[src/design/rtc_bram_command_controller_top_defines.svh]
// ----------------------------------------------------------------------------
// Assertion macros for the RTC and battery RAM command controller
// Shared helpers so that every concurrent check uses the same clock and reset.
// ----------------------------------------------------------------------------
`ifndef RTC_BRAM_COMMAND_CONTROLLER_TOP_DEFINES_SVH
`define RTC_BRAM_COMMAND_CONTROLLER_TOP_DEFINES_SVH

// Same-cycle implication, disabled while reset is asserted.
`define RBC_ASSERT_NOW(label, clk, rst_n, ante, cons) \
	label: assert property (@(posedge clk) disable iff (!rst_n) (ante) |-> (cons)) \
		else $error("rbc check failed: same-cycle rule");

// Next-cycle implication, disabled while reset is asserted.
`define RBC_ASSERT_NEXT(label, clk, rst_n, ante, cons) \
	label: assert property (@(posedge clk) disable iff (!rst_n) (ante) |=> (cons)) \
		else $error("rbc check failed: next-cycle rule");

`endif

[src/design/rbc_pkg.sv]
// ----------------------------------------------------------------------------
// rbc_pkg
// Types and fixed constants of the RTC and battery RAM command controller.
// ----------------------------------------------------------------------------
package rbc_pkg;

	// Store and timestamp geometry.
	localparam int RAM_DEPTH  = 256;
	localparam int RAM_AW     = $clog2(RAM_DEPTH);
	localparam int TIME_BITS  = 48;
	localparam int CFG_W      = 32;
	localparam int CFG_IDX_W  = 2;

	// Configuration register indexes.
	localparam logic [CFG_IDX_W-1:0] CFG_LATENCY = 2'd0;
	localparam logic [CFG_IDX_W-1:0] CFG_SECONDS = 2'd1;

	// Control byte bits.
	localparam int CTL_START_BIT = 7;
	localparam int CTL_READ_BIT  = 6;
	localparam int CTL_LAST_BIT  = 5;

	// Command codes carried in data bits 6:3.
	localparam logic [3:0] CMD_SEC_LO = 4'd0;
	localparam logic [3:0] CMD_SEC_HI = 4'd1;
	localparam logic [3:0] CMD_REG    = 4'd6;
	localparam logic [3:0] CMD_BRAM   = 4'd7;

	// Register selectors carried in data bits 2:0.
	localparam logic [2:0] REG_SEL_TEST = 3'd1;
	localparam logic [2:0] REG_SEL_WP   = 3'd5;
	localparam logic [2:0] REG_SEL_UNK  = 3'd7;

	// Input beat.
	typedef struct packed {
		logic                 mode;
		logic [7:0]           data_byte;
		logic [7:0]           ctl_byte;
		logic [TIME_BITS-1:0] time_now;
	} cmd_t;

	// Result beat.
	typedef struct packed {
		logic [7:0] data_out;
		logic       data_loaded;
		logic       start_cleared;
		logic       protocol_error;
		logic       write_protect;
	} rsp_t;

endpackage

[src/design/rbc_ram.sv]
// ----------------------------------------------------------------------------
// rbc_ram
// Generic single-write, single-read RAM with a registered read port.
// ----------------------------------------------------------------------------
module rbc_ram #(
	parameter int WIDTH = 8,
	parameter int DEPTH = 256
) (
	input  logic                     clk,
	input  logic                     we,
	input  logic [$clog2(DEPTH)-1:0] waddr,
	input  logic [WIDTH-1:0]         wdata,
	input  logic                     re,
	input  logic [$clog2(DEPTH)-1:0] raddr,
	output logic [WIDTH-1:0]         rdata
);

	logic [WIDTH-1:0] mem [DEPTH];

	// Write port and registered read port; read data holds when re is low.
	always_ff @(posedge clk) begin
		if (we) begin
			mem[waddr] <= wdata;
		end
		if (re) begin
			rdata <= mem[raddr];
		end
	end

endmodule

[src/design/rtc_bram_command_controller_top.sv]
// ----------------------------------------------------------------------------
// rtc_bram_command_controller_top
// Command controller for a battery-backed clock and a 256-byte battery RAM.
// ----------------------------------------------------------------------------
// Usage:
// Each cmd beat is either a control-write event (mode 0) or a status poll
// (mode 1). Every cmd beat produces exactly one rsp beat, in order.
// An accepted beat shows on rsp in the next cycle; the result register and
// the battery RAM read, which is registered inside the memory, update together.
// Throughput is one beat per cycle while rsp_stall is low; all sequencing state
// sits in flip-flops and is updated at accept, so back-to-back beats never wait on each other.
// When the receiver holds rsp_stall, the result register and the RAM read
// data hold, and cmd_stall rises until the pending rsp beat is taken.
// Reset clears the command state, the poll timer and the two configuration
// registers, and clears all 256 RAM valid bits at once, so the RAM reads as
// zero until written; no clearing pass is needed and no beat waits.
// Configuration writes (cfg_we, cfg_index, cfg_data) take effect at the edge
// and are expected only while no beat is in flight.
// ----------------------------------------------------------------------------
`include "rtc_bram_command_controller_top_defines.svh"

module rtc_bram_command_controller_top
	import rbc_pkg::*;
(
	input  logic                 clk,
	input  logic                 arst_n,
	input  logic                 cfg_we,
	input  logic [CFG_IDX_W-1:0] cfg_index,
	input  logic [CFG_W-1:0]     cfg_data,
	input  logic                 cmd_valid,
	output logic                 cmd_stall,
	input  cmd_t                 cmd,
	output logic                 rsp_valid,
	input  logic                 rsp_stall,
	output rsp_t                 rsp
);

	typedef enum logic [3:0] {
		PH_RECV       = 4'd0,
		PH_BRAM_R_ADR = 4'd1,
		PH_BRAM_READ  = 4'd2,
		PH_BRAM_W_ADR = 4'd4,
		PH_BRAM_WRITE = 4'd5,
		PH_REG_TEST   = 4'd6,
		PH_REG_WP     = 4'd7,
		PH_REG_UNK    = 4'd8,
		PH_CLK_READ   = 4'd9,
		PH_CLK_WRITE  = 4'd10
	} phase_t;

	// Configuration and command state.
	logic [CFG_W-1:0]     latency_q;
	logic [CFG_W-1:0]     seconds_q;
	phase_t               phase_q;
	logic [RAM_AW-1:0]    addr_q;
	logic                 high_half_q;
	logic [TIME_BITS-1:0] poll_time_q;
	logic                 poll_started_q;
	logic                 protect_q;
	logic [RAM_DEPTH-1:0] vld_q;

	// Result stage.
	logic                 rsp_valid_q;
	logic                 loaded_s2;
	logic                 from_ram_s2;
	logic                 ram_vld_s2;
	logic [7:0]           clk_byte_s2;
	logic                 cleared_s2;
	logic                 err_s2;
	logic                 protect_s2;
	logic [7:0]           ram_rdata;

	// Next-state values of one step.
	phase_t               phase_d;
	logic [RAM_AW-1:0]    addr_d;
	logic                 high_half_d;
	logic [TIME_BITS-1:0] poll_time_d;
	logic                 poll_started_d;
	logic                 protect_d;
	logic                 loaded_d;
	logic                 from_ram_d;
	logic                 cleared_d;
	logic                 err_d;
	logic                 ram_we;
	logic                 ram_re;

	logic                 adv;
	logic                 acc;
	logic                 ctl_start;
	logic                 ctl_rd;
	logic [3:0]           cmd_code;
	logic                 cmd_rd;
	logic [2:0]           cmd_opt;
	logic [TIME_BITS-1:0] poll_base;
	logic [TIME_BITS-1:0] poll_diff;
	logic                 elapsed;
	logic [7:0]           clk_byte;

	// Handshake: the result register frees up when empty or taken.
	assign adv       = !rsp_valid_q || !rsp_stall;
	assign acc       = cmd_valid && adv;
	assign cmd_stall = !adv;

	assign ctl_start = cmd.ctl_byte[CTL_START_BIT];
	assign ctl_rd    = cmd.ctl_byte[CTL_READ_BIT];
	assign cmd_code  = cmd.data_byte[6:3];
	assign cmd_rd    = cmd.data_byte[7];
	assign cmd_opt   = cmd.data_byte[2:0];

	// Poll timer: the first poll of a transfer latches its own timestamp.
	assign poll_base = poll_started_q ? poll_time_q : cmd.time_now;
	assign poll_diff = cmd.time_now - poll_base;
	assign elapsed   = (cmd.time_now >= poll_base) &&
		(poll_diff >= TIME_BITS'(latency_q));

	// Clock byte picked by the selector latched from the command.
	always_comb begin
		clk_byte = 8'd0;
		if (addr_q[0]) begin
			case ({high_half_q, addr_q[2]})
				2'b00:   clk_byte = seconds_q[7:0];
				2'b01:   clk_byte = seconds_q[15:8];
				2'b10:   clk_byte = seconds_q[23:16];
				2'b11:   clk_byte = seconds_q[31:24];
				default: clk_byte = 8'd0;
			endcase
		end
	end

	// One step of the command machine.
	always_comb begin
		phase_d        = phase_q;
		addr_d         = addr_q;
		high_half_d    = high_half_q;
		poll_time_d    = poll_time_q;
		poll_started_d = poll_started_q;
		protect_d      = protect_q;
		loaded_d       = 1'b0;
		from_ram_d     = 1'b0;
		cleared_d      = 1'b0;
		err_d          = 1'b0;
		ram_we         = 1'b0;
		ram_re         = 1'b0;
		if (cmd.mode) begin
			poll_time_d    = poll_base;
			poll_started_d = 1'b1;
			if (elapsed) begin
				poll_time_d    = '0;
				poll_started_d = 1'b0;
				cleared_d      = 1'b1;
			end
		end else if (!cmd.ctl_byte[CTL_LAST_BIT]) begin
			poll_time_d    = '0;
			poll_started_d = 1'b0;
			phase_d        = PH_RECV;
		end else begin
			case (phase_q)
				PH_RECV: begin
					if (ctl_start && !ctl_rd) begin
						if (cmd_code == CMD_SEC_LO || cmd_code == CMD_SEC_HI) begin
							addr_d      = RAM_AW'(cmd_opt);
							high_half_d = cmd_code[0];
							phase_d     = cmd_rd ? PH_CLK_READ : PH_CLK_WRITE;
						end else if (cmd_code == CMD_REG && !cmd_rd) begin
							if (cmd_opt == REG_SEL_TEST || cmd_opt == REG_SEL_WP ||
								cmd_opt == REG_SEL_UNK) begin
								addr_d      = RAM_AW'(cmd_opt);
								high_half_d = 1'b0;
								if (cmd_opt == REG_SEL_TEST) begin
									phase_d = PH_REG_TEST;
								end else if (cmd_opt == REG_SEL_WP) begin
									phase_d = PH_REG_WP;
								end else begin
									phase_d = PH_REG_UNK;
								end
							end
						end else if (cmd_code == CMD_BRAM) begin
							addr_d  = {cmd_opt, 5'd0};
							phase_d = cmd_rd ? PH_BRAM_R_ADR : PH_BRAM_W_ADR;
						end
					end else begin
						err_d = 1'b1;
					end
				end
				PH_BRAM_R_ADR, PH_BRAM_W_ADR: begin
					if (ctl_start && !ctl_rd) begin
						addr_d  = addr_q | {3'd0, cmd.data_byte[6:2]};
						phase_d = (phase_q == PH_BRAM_R_ADR) ? PH_BRAM_READ : PH_BRAM_WRITE;
					end else begin
						err_d = 1'b1;
					end
				end
				PH_BRAM_READ: begin
					if (ctl_start) begin
						if (ctl_rd) begin
							ram_re     = 1'b1;
							loaded_d   = 1'b1;
							from_ram_d = 1'b1;
						end else begin
							err_d = 1'b1;
						end
					end
				end
				PH_BRAM_WRITE: begin
					if (ctl_start) begin
						if (!ctl_rd) begin
							ram_we = 1'b1;
						end else begin
							err_d = 1'b1;
						end
					end
				end
				PH_REG_WP: begin
					protect_d = cmd.data_byte[7];
				end
				PH_CLK_READ: begin
					if (ctl_start && ctl_rd) begin
						loaded_d = 1'b1;
					end
				end
				default: begin
				end
			endcase
		end
	end

	// Battery RAM; entries never written since reset read as zero.
	rbc_ram #(
		.WIDTH(8),
		.DEPTH(RAM_DEPTH)
	) u_ram (
		.clk  (clk),
		.we   (acc && ram_we),
		.waddr(addr_q),
		.wdata(cmd.data_byte),
		.re   (acc && ram_re),
		.raddr(addr_q),
		.rdata(ram_rdata)
	);

	// State, valid bits and the result register.
	always_ff @(posedge clk or negedge arst_n) begin
		if (!arst_n) begin
			latency_q      <= '0;
			seconds_q      <= '0;
			phase_q        <= PH_RECV;
			addr_q         <= '0;
			high_half_q    <= 1'b0;
			poll_time_q    <= '0;
			poll_started_q <= 1'b0;
			protect_q      <= 1'b0;
			vld_q          <= '0;
			rsp_valid_q    <= 1'b0;
		end else begin
			if (cfg_we) begin
				if (cfg_index == CFG_LATENCY) begin
					latency_q <= cfg_data;
				end else if (cfg_index == CFG_SECONDS) begin
					seconds_q <= cfg_data;
				end
			end
			if (adv) begin
				rsp_valid_q <= cmd_valid;
			end
			if (acc) begin
				phase_q        <= phase_d;
				addr_q         <= addr_d;
				high_half_q    <= high_half_d;
				poll_time_q    <= poll_time_d;
				poll_started_q <= poll_started_d;
				protect_q      <= protect_d;
				if (ram_we) begin
					vld_q[addr_q] <= 1'b1;
				end
				loaded_s2   <= loaded_d;
				from_ram_s2 <= from_ram_d;
				ram_vld_s2  <= vld_q[addr_q];
				clk_byte_s2 <= clk_byte;
				cleared_s2  <= cleared_d;
				err_s2      <= err_d;
				protect_s2  <= protect_d;
			end
		end
	end

	// Result beat.
	assign rsp_valid = rsp_valid_q;
	always_comb begin
		rsp.data_out = 8'd0;
		if (loaded_s2) begin
			if (from_ram_s2) begin
				rsp.data_out = ram_vld_s2 ? ram_rdata : 8'd0;
			end else begin
				rsp.data_out = clk_byte_s2;
			end
		end
		rsp.data_loaded    = loaded_s2;
		rsp.start_cleared  = cleared_s2;
		rsp.protocol_error = err_s2;
		rsp.write_protect  = protect_s2;
	end

	// Checks on the block's own logic.
	`RBC_ASSERT_NOW(a_stall_only_when_full, clk, arst_n, cmd_stall, rsp_valid && rsp_stall)
	`RBC_ASSERT_NOW(a_dout_zero_unloaded, clk, arst_n, rsp_valid && !rsp.data_loaded,
		rsp.data_out == 8'd0)
	`RBC_ASSERT_NOW(a_load_not_poll, clk, arst_n, rsp_valid && rsp.start_cleared,
		!rsp.data_loaded && !rsp.protocol_error)
	`RBC_ASSERT_NEXT(a_write_marks_valid, clk, arst_n, acc && ram_we, vld_q[$past(addr_q)])

endmodule
[config.mk]
export PLATFORM = sky130hd
export DESIGN_NAME = rtc_bram_command_controller_top
export DESIGN_NICKNAME = d
export VERILOG_FILES = /design/src/design/rbc_pkg.sv /design/src/design/rbc_ram.sv /design/src/design/rtc_bram_command_controller_top.sv
export VERILOG_INCLUDE_DIRS = /design/src /design/src/design
export SDC_FILE = /design/constraint.sdc
export NUM_CORES = 2
export LEC_CHECK = 0
export ABC_AREA = 1
export BUFFER_PORTS_ARGS = -buffer_cell sky130_fd_sc_hd__buf_2
export CAP_MARGIN = 20
export CORE_MARGIN = 1.5
export CORE_UTILIZATION = 35
export DETAILED_ROUTE_END_ITERATION = 8
export GPL_ROUTABILITY_DRIVEN = 0
export MAX_ROUTING_LAYER = met4
export SETUP_SLACK_MARGIN = 0.5
export SLEW_MARGIN = 10
export SYNTH_ARGS = -nofsm -noshare
export SYNTH_HDL_FRONTEND = slang
export SYNTH_SLANG_ARGS = --single-unit
[constraint.sdc]
create_clock -name clk -period 8.95 [get_ports clk]
set_input_delay 0.895 -clock clk [delete_from_list [all_inputs] [get_ports clk]]
set_output_delay 0.895 -clock clk [all_outputs]
set_load 0.01 [all_outputs]
# ---- After elaboration in Yosys (flattened, before gate mapping)
# Memory sizes are Yosys's and may differ from the RTL's. A register that Yosys moved wholly into a read port is not among the register bits.
# Cells that the tools add are included.
dict set report totals {
  mem_bits_rw 2048
  memories 1
  output_inout_bits 14
  regBits 398
}
# name words word_bits rd rd_clocked_by_memory_dff wr line
set mem_list {}
lappend mem_list {u_ram.mem 256 8 1 1 1 rbc_ram.sv:18} ;# logic [WIDTH-1:0] mem [DEPTH];
dict set report classes {
  n_lt_le_gt_ge 4
  n_eq_ne 26
  bitwise 5
  n_reduce_logical 35
  add_sub_neg 1
  mux 58
}
# op n
set ops {}
lappend ops {{bitwise OR 256 bit} 1}
lappend ops {{two-way mux 48 bit} 4}
lappend ops {{two-way mux 8 bit} 9}
lappend ops {{greater-or-equal comparator 48 x 32 -> 1 bit} 1}
lappend ops {{greater-or-equal comparator 48 bit} 1}
lappend ops {{subtractor 48 bit} 1}
lappend ops {{two-way mux 4 bit} 9}
lappend ops {{case mux 8 bit (4 select lines)} 1}
lappend ops {{two-way mux 1 bit} 26}
lappend ops {{equality test 4 x 3 -> 1 bit (second input constant)} 5}
lappend ops {{case mux 8 bit (2 select lines)} 1}
lappend ops {{AND reduction 7 bit} 2}
lappend ops {{!= test 5 bit (second input constant)} 2}
lappend ops {{less-than comparator 8 x 9 -> 1 bit (second input constant)} 1}
lappend ops {{binary-select mux 1 bit (select 8 bit)} 1}
lappend ops {{demux 1 bit (select 8 bit)} 1}
lappend ops {{equality test 4 x 1 -> 1 bit (second input constant)} 2}
lappend ops {{greater-or-equal comparator 8 x 1 -> 1 bit (second input constant)} 1}
lappend ops {{logical AND 1 bit} 8}
lappend ops {{zero test 4 bit} 2}
lappend ops {{!= test 4 bit (second input constant)} 2}
lappend ops {{bitwise OR 8 x 5 -> 8 bit} 1}
lappend ops {{case mux 4 bit (2 select lines)} 1}
lappend ops {{AND reduction 2 bit} 4}
lappend ops {{other kinds (23)} 42}

# ---- Longest topological paths before layout
dict set report depth {
  depth_word 9
  mapped_depth 31
  mapped_depth_nobuf 29
}

# ---- Hierarchy
# A second synthesis with hierarchy kept.
dict set report hier_totals {
  cells_unflattened 9937
  hier_area_um2 105577.5
}
# mod n_inst area_each_um2 cells_per_inst
set by_module_without_submodules {}
lappend by_module_without_submodules {rbc_ram 1 83476.3 7003}
lappend by_module_without_submodules {rtc_bram_command_controller_top 1 22101.2 2934}

# ---- Worst setup path before layout
# OpenSTA, ideal clock, no wires.
dict set report synth_path {
  path_type {input to register}
  start {input cmd[0] in the netlist's numbering}
  end {register cleared_s2, data pin}
  path_buffers 1
  path_stages 25
  arrival_time_ns 3.828
  path_slack_ns 4.868
  required_ns 8.696
  setup_time_ns 0.254
  path_cell_list {inv_1 > o21ai_0 > ha_1 > fa_1 > inv_1 > nand3_1 > nor2_1 > nor2_1 > o21ai_1 > a31oi_1 > xnor2_1 > ha_1 > nand2_1 > nor2_1 > nand2_1 > o211ai_1 > a21oi_1 > nand3_1 > nor2_1 > nand3_1 > nor2_1 > nand2_1 > nand2_4 > buf_6 > nor2_1}
}
dict set report synth_between {
  elab_chain_cells 5
  word_cells_on_any_way 6
}
# element line
set synth_lines {}
lappend synth_lines {{start: declaration} rtc_bram_command_controller_top.sv:32} ;# input cmd_t cmd,
lappend synth_lines {{two-way mux 48 bit} rtc_bram_command_controller_top.sv:111} ;# assign poll_base = poll_started_q ? poll_time_q : cmd.time_now;
lappend synth_lines {{subtractor 48 bit} rtc_bram_command_controller_top.sv:112} ;# assign poll_diff = cmd.time_now - poll_base;
lappend synth_lines {{greater-or-equal comparator 48 x 32 -> 1 bit} rtc_bram_command_controller_top.sv:114} ;# (poll_diff >= TIME_BITS'(latency_q));
lappend synth_lines {{logical AND 1 bit (*)} rtc_bram_command_controller_top.sv:113} ;# assign elapsed = (cmd.time_now >= poll_base) &&
lappend synth_lines {{two-way mux 1 bit (*)} rtc_bram_command_controller_top.sv:147} ;# if (elapsed) begin
lappend synth_lines {{end signal: assignment} rtc_bram_command_controller_top.sv:279} ;# cleared_s2 <= cleared_d;
lappend synth_lines {{end: declaration} rtc_bram_command_controller_top.sv:68} ;# logic cleared_s2;
# Every way passes the cells marked *; elsewhere a longest branch is shown, timed or not.
# A chain may end at the register's enable or synchronous reset.

==> results.toml <==
[run_status]
status = "completed"

[clock_tree]
cts_sinks = 2454
cts_resized = 0
postCtsHoldBufs = 0
post_cts_buffers = 0
cts_tree = "yes"
clk_latency_ns = 0.89
cts.reportedPaths.clkPinSlew_ns = 0.06
h-tree-depth = 4
cts_buffers = 239
clock_path_buffers = 3
cts-root-buf = "clkbuf_16"

[critical_path]
slowest_delay_ns = 0.70
crit_path_frequent_cell = "nand2_1"
end_kind = "flop"
r2r_cells = 13
cp-endpoint = "u_ram.rdata[3]$_DFFE_PP_"
worstReg2RegStart = "addr_q[0]$_DFFE_PN0P_"
r2r_end = "u_ram.rdata[3]$_DFFE_PP_"
worstSetupPathType = "flop to flop"
crit_start = "addr_q[0]$_DFFE_PN0P_"
regToRegSetupSlack_ns = 3.25
worst-path-max-fanout = 94
cp.arrival_ns = 6.26
slowest_stage = "dfrtp_1"
worstSetupStartpointType = "flop"
crit_required_ns = 9.51
crit_chain = "inv_1 -> nand2_4 -> inv_8 -> buf_4 -> buf_4 -> a22oi_1 -> nand2_1 -> nand2_1 -> nand4_1 -> a22oi_1 -> o2111ai_1 -> nor2_1 -> nand2_1"

[detailed_routing]
wl_um = 287200
firstDrtPassIters = 7
final_antenna_net_count = 0
drtIter0Drc = 7541
route.detailed.drc = 0
routedWlPerCell_um = 24.87
via_per_inst = 5.519
vias = 63720

[placement]
dp_cells = 11080
post-place-ws_ns = 3.542
dp_hpwl_um = 169700
io_buffers = 112

[synthesis]
synthCells = 7564
yosysTopAreaCellShare = 0.6285
synth_area_um2 = 98910
synthArstFlopShare = 0.1565
synth_area_leaders = "edfxtp_1 (63%), dfrtp_1 (9.7%), a22oi_1 (8.4%), nand2_1 (5.1%), inv_1 (1.8%)"
yosys.area_share.adder = 0.01058
synth_top_family_by_area = "compound AO/OA/AOI/OAI gates"
synth-simple-area-share = 0.09380
yosysTopAreaCell = "edfxtp_1"
syn-num-nets = 7751
synth-compound-area-share = 0.1311
yosysSeqAreaShare = 0.7256
syn_avg_cell_area_um2 = 13.08
ys_types = 54
muxShareOfSynthArea = 0.0001012
synth-seq-cells = 2454
synth-xor-area-share = 0.002657
ys.flop_type = "edfxtp_1"
synth-edff-count = 2070
yosys_warnings = 0

[floorplan]
die_w_um = 534.6
die-area_um2 = 285800
ios = 118
die_h_um = 534.6
core_area_um2 = 280100
initial_core_util = 0.3531
row_count = 194

[worst_hold_path]
min_path_type = "input port to asynchronous set/reset pin"

[final_layout]
fin_util = 0.3981
final_common_cell = "edfxtp_1"
mostFrequentLayoutCells = "edfxtp_1 (2070), nand2_1 (1340), a22oi_1 (1104)"
drive_above_1_share = 0.1029
num-nets-final = 7793
areaGrowthSynthToFinish_pct = 12.76
final_cells = 11550

[sta]
finClkSkew_ns = 0.05273
fin_crit_ns = 5.699
worstMarginPinSlew_ns = 1.175
max_slew_margin = 0.2164
finalSetupViolations = 0
finalHoldViolCount = 0
clock.fmax_mhz = 175.5
fin_tns_setup_ns = 0
min_period_over_period = 0.6368
fin_hold_ws_ns = 0.01937
rsz0062_at_grt = "no"
timing.final.ws_setup_ns = 3.251
drv_slew = 0

[global_route]
antenna_found_initial = 14
overflow = 0
grt_pass1_vias = 62060
track_usage = 0.2021
grt_pass1_wl_um = 420000
grt_max_degree = 189

[flow_run]
cap_violations = 0

[power_and_ir_drop]
powerDensity_nw_per_um2 = 283.4
vdd_drop_max_mv = 0.2988
p_leak_nw = 40.51
[through the flow]
step           area (µm²)  total power [mW]
2_1_floorplan       98910             18.09
3_5_place_dp       103600             21.66
4_1_cts            111400             31.57
5_1_grt            111500             32.81
6_report           111500             31.61
3_3_place_gp       103600             21.62
[sequential cells by signal, indices dropped and copies added, names as in the netlist, 4 cells and up]
signal       cells
u_ram.rdata      8
phase_q          4
u_ram.mem     2048
latency_q       32
vld_q          256
clk_byte_s2      8
poll_time_q     48
seconds_q       32
addr_q           8
[layout make-up]
class,count,area [µm²]
Antenna cell,3,7.507
Clock buffer,333,6605
Clock inverter,122,1239
Fill cell,25960,168600
Inverter,479,1815
Multi-Input combinational cell,4200,23680
Sequential cell,2454,71770
Tap cell,3724,4659
Timing Repair Buffer,232,1752
[per-layer routing]
| metal | share of wire | vias to the layer above | GRT usage |
|---|---|---|---|
| li1 | - | 28020 | - |
| met1 | 0.42 | 32260 | 0.2755 |
| met2 | 0.46 | 2961 | 0.3097 |
| met3 | 0.086 | 480 | 0.03443 |
| met4 | 0.030 | 0 | 0.05942 |
| met5 | 0 | - | - |
[worst max-delay path, delay by kind of cell, from the launching register on]
family                 cells  cell delay (ns)
buffers and inverters      4             1.55
AOI/OAI and AO/OA          3             1.46
and+or+nand+nor            6             1.40
DFF                        1             0.70
[cell families after synthesis]
| kind of cell | count (synthesis) |
|---|---|
| mux | 1 |
| xor+xnor | 30 |
| flops | 2454 |
| compound gates | 1876 |
| buf+inv | 910 |
| simple gates | 2210 |
| fa+ha+maj | 83 |
[Yosys cell counts (6+ instances only)]
library cell and count:
a31oi_1 18, o211ai_1 7, nand3_2 10, buf_2 80, nor2_1 413, o31ai_1 24
clkbuf_1 303, dfrtp_1 384, nor3_1 22, o21bai_1 10, edfxtp_1 2070, o21ai_0 303
xor2_1 20, nor4_1 25, a21o_1 6, o221ai_1 68, inv_1 476, a22o_1 10
xnor2_1 10, a211oi_1 7, or2_2 176, nand2_1 1353, ha_1 82, a22oi_1 1104
a21boi_0 110, buf_1 37, nand4_1 74, a21oi_1 179, nand3_1 123
[worst min path at each step]
stage                                start                        to  slack [ns]  cells past startpoint
floorplan           vld_q[103]$_DFFE_PN0P_    vld_q[103]$_DFFE_PN0P_        0.43                      2
global placement    vld_q[155]$_DFFE_PN0P_    vld_q[155]$_DFFE_PN0P_        0.44                      2
detailed placement   vld_q[86]$_DFFE_PN0P_     vld_q[86]$_DFFE_PN0P_        0.44                      2
CTS                                 arst_n  latency_q[0]$_DFFE_PN0P_       0.005                      1
global route                        arst_n  latency_q[0]$_DFFE_PN0P_        0.05                      1
finish                              arst_n  latency_q[0]$_DFFE_PN0P_        0.02                      1
[power breakdown]
part / total (mW) / switching [mW] / internal [mW]
sequential: 12.7 / 0.110 / 12.6
clock: 9.99 / 4.41 / 5.58
combinational: 8.94 / 6.48 / 2.46
No activity file was read; power rests on OpenSTA's default activity.
